`src/rtl/deq_pkg.sv`:
```
// Shared types and constants for the double-ended queue.
// Operation codes, status codes and the control struct between submodules.
// No dependencies.
package deq_pkg;

  localparam int unsigned WORD_W  = 64;
  localparam int unsigned COUNT_W = 7;

  typedef enum logic [1:0] {
    OP_PUSH_BACK  = 2'd0,
    OP_POP_BACK   = 2'd1,
    OP_PUSH_FRONT = 2'd2,
    OP_POP_FRONT  = 2'd3
  } func_e;

  typedef enum logic [1:0] {
    ST_DONE  = 2'd0,
    ST_FULL  = 2'd1,
    ST_EMPTY = 2'd2
  } status_e;

  typedef struct packed {
    logic    valid;
    logic    pop_ok;
    status_e status;
  } res_t;

endpackage

```
`src/rtl/deq_ctrl.sv`:
```
// Ring pointer and count control for the double-ended queue.
// Computes RAM addresses, updates front pointer and count, registers status.
// Depends on deq_pkg.
module deq_ctrl import deq_pkg::*; #(
  parameter int unsigned DEPTH = 64
) (
  input  logic                       clk_i,
  input  logic                       rst_ni,
  input  logic                       start_i,
  input  func_e                      func_i,
  output logic                       we_o,
  output logic [$clog2(DEPTH)-1:0]   waddr_o,
  output logic [$clog2(DEPTH)-1:0]   raddr_o,
  output res_t                       res_o,
  output logic [$clog2(DEPTH+1)-1:0] count_o
);

  localparam int unsigned AW = $clog2(DEPTH);
  localparam int unsigned CW = $clog2(DEPTH + 1);
  localparam int unsigned SW = CW + 1;

  logic [AW-1:0] front_q, front_d;
  logic [CW-1:0] count_q, count_d;
  res_t          res_q, res_d;
  logic [CW-1:0] cnt_res_q, cnt_res_d;

  logic          full, empty;
  logic [SW-1:0] back_sum, last_sum;
  logic [AW-1:0] back_slot, last_slot, front_dec, front_inc;

  assign full  = (count_q == CW'(DEPTH));
  assign empty = (count_q == '0);

  // ring index wrap: sums stay below twice the depth
  assign back_sum  = SW'(front_q) + SW'(count_q);
  assign last_sum  = back_sum - SW'(1);
  assign back_slot = (back_sum >= SW'(DEPTH)) ? AW'(back_sum - SW'(DEPTH)) : AW'(back_sum);
  assign last_slot = (last_sum >= SW'(DEPTH)) ? AW'(last_sum - SW'(DEPTH)) : AW'(last_sum);
  assign front_dec = (front_q == '0) ? AW'(DEPTH - 1) : front_q - AW'(1);
  assign front_inc = (front_q == AW'(DEPTH - 1)) ? '0 : front_q + AW'(1);

  always_comb begin
    front_d        = front_q;
    count_d        = count_q;
    we_o           = 1'b0;
    waddr_o        = back_slot;
    raddr_o        = front_q;
    res_d.valid    = start_i;
    res_d.pop_ok   = 1'b0;
    res_d.status   = ST_DONE;
    if (start_i) begin
      unique case (func_i)
        OP_PUSH_BACK: begin
          if (full) begin
            res_d.status = ST_FULL;
          end else begin
            we_o    = 1'b1;
            waddr_o = back_slot;
            count_d = count_q + CW'(1);
          end
        end
        OP_POP_BACK: begin
          if (empty) begin
            res_d.status = ST_EMPTY;
          end else begin
            raddr_o      = last_slot;
            res_d.pop_ok = 1'b1;
            count_d      = count_q - CW'(1);
          end
        end
        OP_PUSH_FRONT: begin
          if (full) begin
            res_d.status = ST_FULL;
          end else begin
            we_o    = 1'b1;
            waddr_o = front_dec;
            front_d = front_dec;
            count_d = count_q + CW'(1);
          end
        end
        OP_POP_FRONT: begin
          if (empty) begin
            res_d.status = ST_EMPTY;
          end else begin
            raddr_o      = front_q;
            front_d      = front_inc;
            res_d.pop_ok = 1'b1;
            count_d      = count_q - CW'(1);
          end
        end
        default: begin
          res_d.status = ST_DONE;
        end
      endcase
    end
    cnt_res_d = count_d;
  end

  always_ff @(posedge clk_i or negedge rst_ni) begin
    if (!rst_ni) begin
      front_q <= '0;
      count_q <= '0;
      res_q   <= '0;
    end else begin
      front_q <= front_d;
      count_q <= count_d;
      res_q   <= res_d;
    end
  end

  always_ff @(posedge clk_i) begin
    cnt_res_q <= cnt_res_d;
  end

  assign res_o   = res_q;
  assign count_o = cnt_res_q;

endmodule

```
`config.mk`:
```
export PLATFORM = sky130hd
export DESIGN_NAME = deq_ctrl
export DESIGN_NICKNAME = d
export VERILOG_FILES = /design/src/rtl/deq_pkg.sv /design/src/rtl/deq_ctrl.sv
export SDC_FILE = /design/constraint.sdc
export NUM_CORES = 1
export LEC_CHECK = 0
export ABC_AREA = 1
export BUFFER_PORTS_ARGS = -buffer_cell sky130_fd_sc_hd__buf_2
export CELL_PAD_IN_SITES_DETAIL_PLACEMENT = 0
export CELL_PAD_IN_SITES_GLOBAL_PLACEMENT = 2
export CORE_ASPECT_RATIO = 2
export CORE_UTILIZATION = 32
export DETAILED_ROUTE_END_ITERATION = 7
export GPL_ROUTABILITY_DRIVEN = 0
export GPL_TIMING_DRIVEN = 0
export PLACE_DENSITY = 0.78
export SLEW_MARGIN = 15
export SYNTH_ARGS = -nofsm -noshare
export SYNTH_HDL_FRONTEND = slang
export SYNTH_SLANG_ARGS = --single-unit
export TNS_END_PERCENT = 1
```
`constraint.sdc`:
```
create_clock -name clk_i -period 3.04 [get_ports clk_i]
set_input_delay 0.608 -clock clk_i [delete_from_list [all_inputs] [get_ports clk_i]]
set_output_delay 0.608 -clock clk_i [all_outputs]
set_load 0.01 [all_outputs]
```
==> results.py <==
metrics = {
    "detailed_routing": {
        "viasPerCell": 4.93,
        "dr_wl_met2_mm": 3.19,
        "route.detailed.drc": 1,
        "ant_nets": 0,
        "first_pass_iters": 6,
        "top_layer": "met4",
        "wl_per_cell_um": 14.7,
        "met1_length_mm": 2.03,
        "finalWirelength_mm": 5.51,
        "vias": 1850,
        "met3_length_um": 136,
        "drt_iter0_markers": 59,
    },
    "sta": {
        "tightest_slew_ns": 0.503,
        "maxSlewViolCount": 0,
        "fin_skew_ns": 0.00178,
        "min_period_ns": 2.86,
        "setup_viol": 0,
        "slew_headroom_pct": 66.4,
        "max_freq_mhz": 350,
        "hold-worst-slack_ns": 0.267,
        "hold_violations": 0,
        "rsz0062_at_grt": "false",
        "fin_crit_sh_pct": 94.0,
        "tns_ns": 0,
    },
    "logic_synthesis": {
        "ys_ff_latch": 24,
        "synth.top_cell.area_share_pct": 21.5,
        "ys_top_cells_by_count": "nand2_1, nand3_1, inv_1",
        "synth.net_count": 293,
        "yosys-top-cells-area": "dfrtp_1, nand2_1, nand3_1",
        "ys_seq_area_share_pct": 28.6,
        "ys.flop_type": "dfrtp_1",
        "synth.avg_cell_area_um2": 7.16,
        "synthArstFlopShare_pct": 70.8,
        "ys_warn_count": 0,
        "synth-edff-count": 0,
        "yosys.area.top_type": "dfrtp_1",
        "ys_types": 33,
        "synth_area_um2": 1980,
        "synth.most_common_cell": "nand2_1",
        "syn_inst": 276,
    },
    "clock_network": {
        "tritoncts": "yes",
        "htree_levels": 1,
        "ctsHoldBuffers": 0,
        "cts_buffers": 3,
        "clk_latency_ns": 0.27,
        "cts-root-buf": "clkbuf_16",
        "clockBufferDepth": 2,
        "cts.clk_slew.worst_paths_ns": 0.06,
        "clock_sink_count": 24,
    },
    "finish": {
        "layout.nets": 330,
        "fillers": 658,
        "final_util_pct": 39.3,
        "antennaDiodeCount": 0,
        "area_growth_pct": 18.5,
        "final_cells": 375,
        "multi_input_area_um2": 1250,
        "drive_above_1_share_pct": 26.6,
        "regArea_um2": 568,
    },
    "pwr": {
        "leakagePower_nw": 1.23,
        "p_per_area_nw_per_um2": 1180,
        "total_power_mw": 2.76,
        "ir_drop_uv": 488,
    },
    "global_route": {
        "grt_pass1_wl_mm": 8.91,
        "grt_usage_pct": 18.4,
        "grt_max_degree": 18,
        "grt_overflow": 0,
        "grt_pass1_vias": 1815,
        "antenna_found_initial": 0,
    },
    "floorplan": {
        "num_rows": 40,
        "fp.dieArea_um2": 6510,
        "die_h_um": 113,
        "start_util_pct": 33.2,
        "core_um2": 5960,
        "die_x_um": 57.6,
        "io_pins": 29,
    },
    "critical_path": {
        "critPathKind": "flip-flop to output pin",
        "cp_data_required_time_ns": 2.43,
        "arrival_ns": 2.25,
        "worstSetupEndpointType": "output pin",
        "cp_max_fo": 6,
        "critPathLaunchType": "flip-flop",
    },
    "placement": {
        "io_buffers": 28,
        "dp.cells": 367,
        "hpwl_mm": 4.56,
    },
    "job": {
        "cap_viol_max_count": 0,
    },
    "outcome": {
        "outcome": "complete, but fails checks",
        "violations": "DRC",
    },
    "hold_path": {
        "hp-class": "input pin to async pin",
    },
}
-- area by class of cell --
type | instances | share of cell area [%]
plain buffers | 6 | 1.76
clock buffers | 4 | 3.79
inverters | 36 | 6.14
repair buffers | 32 | 7.26
flip-flops and latches | 24 | 24.2
multi-input cells | 210 | 53.4
well taps | 63 | 3.36
-- path summary, 6_finish.rpt --
kind	from	to	slack, ns	cells past startpoint
max in group asynchronous	rst_ni	front_q[1]$_DFFE_PN0P_	2.46	1
min	rst_ni	front_q[5]$_DFFE_PN0P_	0.27	1
min reg2reg	count_q[6]$_DFF_PN0_	count_q[6]$_DFF_PN0_	0.64	2
min in group clk_i	start_i	res_o[3]$_DFF_PN0_	0.48	1
max reg2reg	count_q[0]$_DFF_PN0_	front_q[4]$_DFFE_PN0P_	1.14	11
max	front_q[1]$_DFFE_PN0P_	raddr_o[4]	0.18	10
-- cells by family (layout without fill, tap and decap cells) --
kind of cell	count (synthesis)	in the layout	share of synthesized area [%]
XOR/XNOR	16	16	7.09
AO/OA/AOI/OAI	34	34	9.87
adder cells (fa/ha/maj)	12	12	7.97
flip-flops	24	24	28.6
buffers and inverters	42	78	9.18
AND/OR/NAND/NOR	148	148	37.3
-- placed cells by master, fill, tap and decap left out, types with 2 or more instances in the layout --
cell and instances:
nand2_1 69, inv_1 28, dfrtp_1 15, nand2_4 4, a31oi_1 2, a21oi_1 7
nand3_1 35, nand4_1 2, o21ai_2 6, o21ai_1 7, inv_2 5, o21ai_0 12
ha_1 9, buf_2 31, nor2_2 3, xnor2_1 3, inv_4 2, nor3_1 3
nand2_2 9, clkbuf_16 3, dfrtp_2 2, nor2_1 14, nor2_4 2, xor2_1 13
buf_4 4, buf_6 2, dfxtp_1 7
-- state kept, by name, indices dropped and copies added, names as in the netlist --
register and flops:
front_q 6, count_o 7, count_q 7, res_o 4
-- power by group --
group          total, mW  switching [mW]  internal [mW]
clock              0.323           0.121          0.202
combinational       1.87            1.15          0.723
sequential         0.566           0.132          0.434
total               2.76            1.40           1.36
-- repair_timing --
action / 4_1_cts / 5_1_grt
setup endpoints to repair: 0 / 3
buffers inserted: 0 / 4
gates resized for setup: 0 / 9
-- worst max-delay path: stages, from the launching register on --
cell and delay, ns:
dfrtp_2 0.47, clkinvlp_4 0.14, fa_1 0.60, ha_2 0.20
inv_1 0.05, nor2_2 0.11, nand2_1 0.06, nand2_1 0.06
nand3_1 0.06, o21ai_0 0.08, buf_2 0.15
-- layer usage --
| layer | track usage (%) | vias to the layer above |
|---|---|---|
| met5 | 0 | - |
| met4 | 9.27 | 0 |
| met2 | 36.4 | 33 |
| li1 | - | 963 |
| met3 | 1.14 | 7 |
| met1 | 18.3 | 847 |
-- per-stage QoR --
| step | worst slack [ns] | area, µm² |
|---|---|---|
| floorplan | 0.632 | 1980 |
| global placement | 0.324 | 2200 |
| detailed placement | 0.305 | 2200 |
| CTS | 0.0105 | 2280 |
| global route | 0.00798 | 2340 |
| finish | 0.182 | 2340 |
Note: power is estimated with default switching activity, not from simulation.
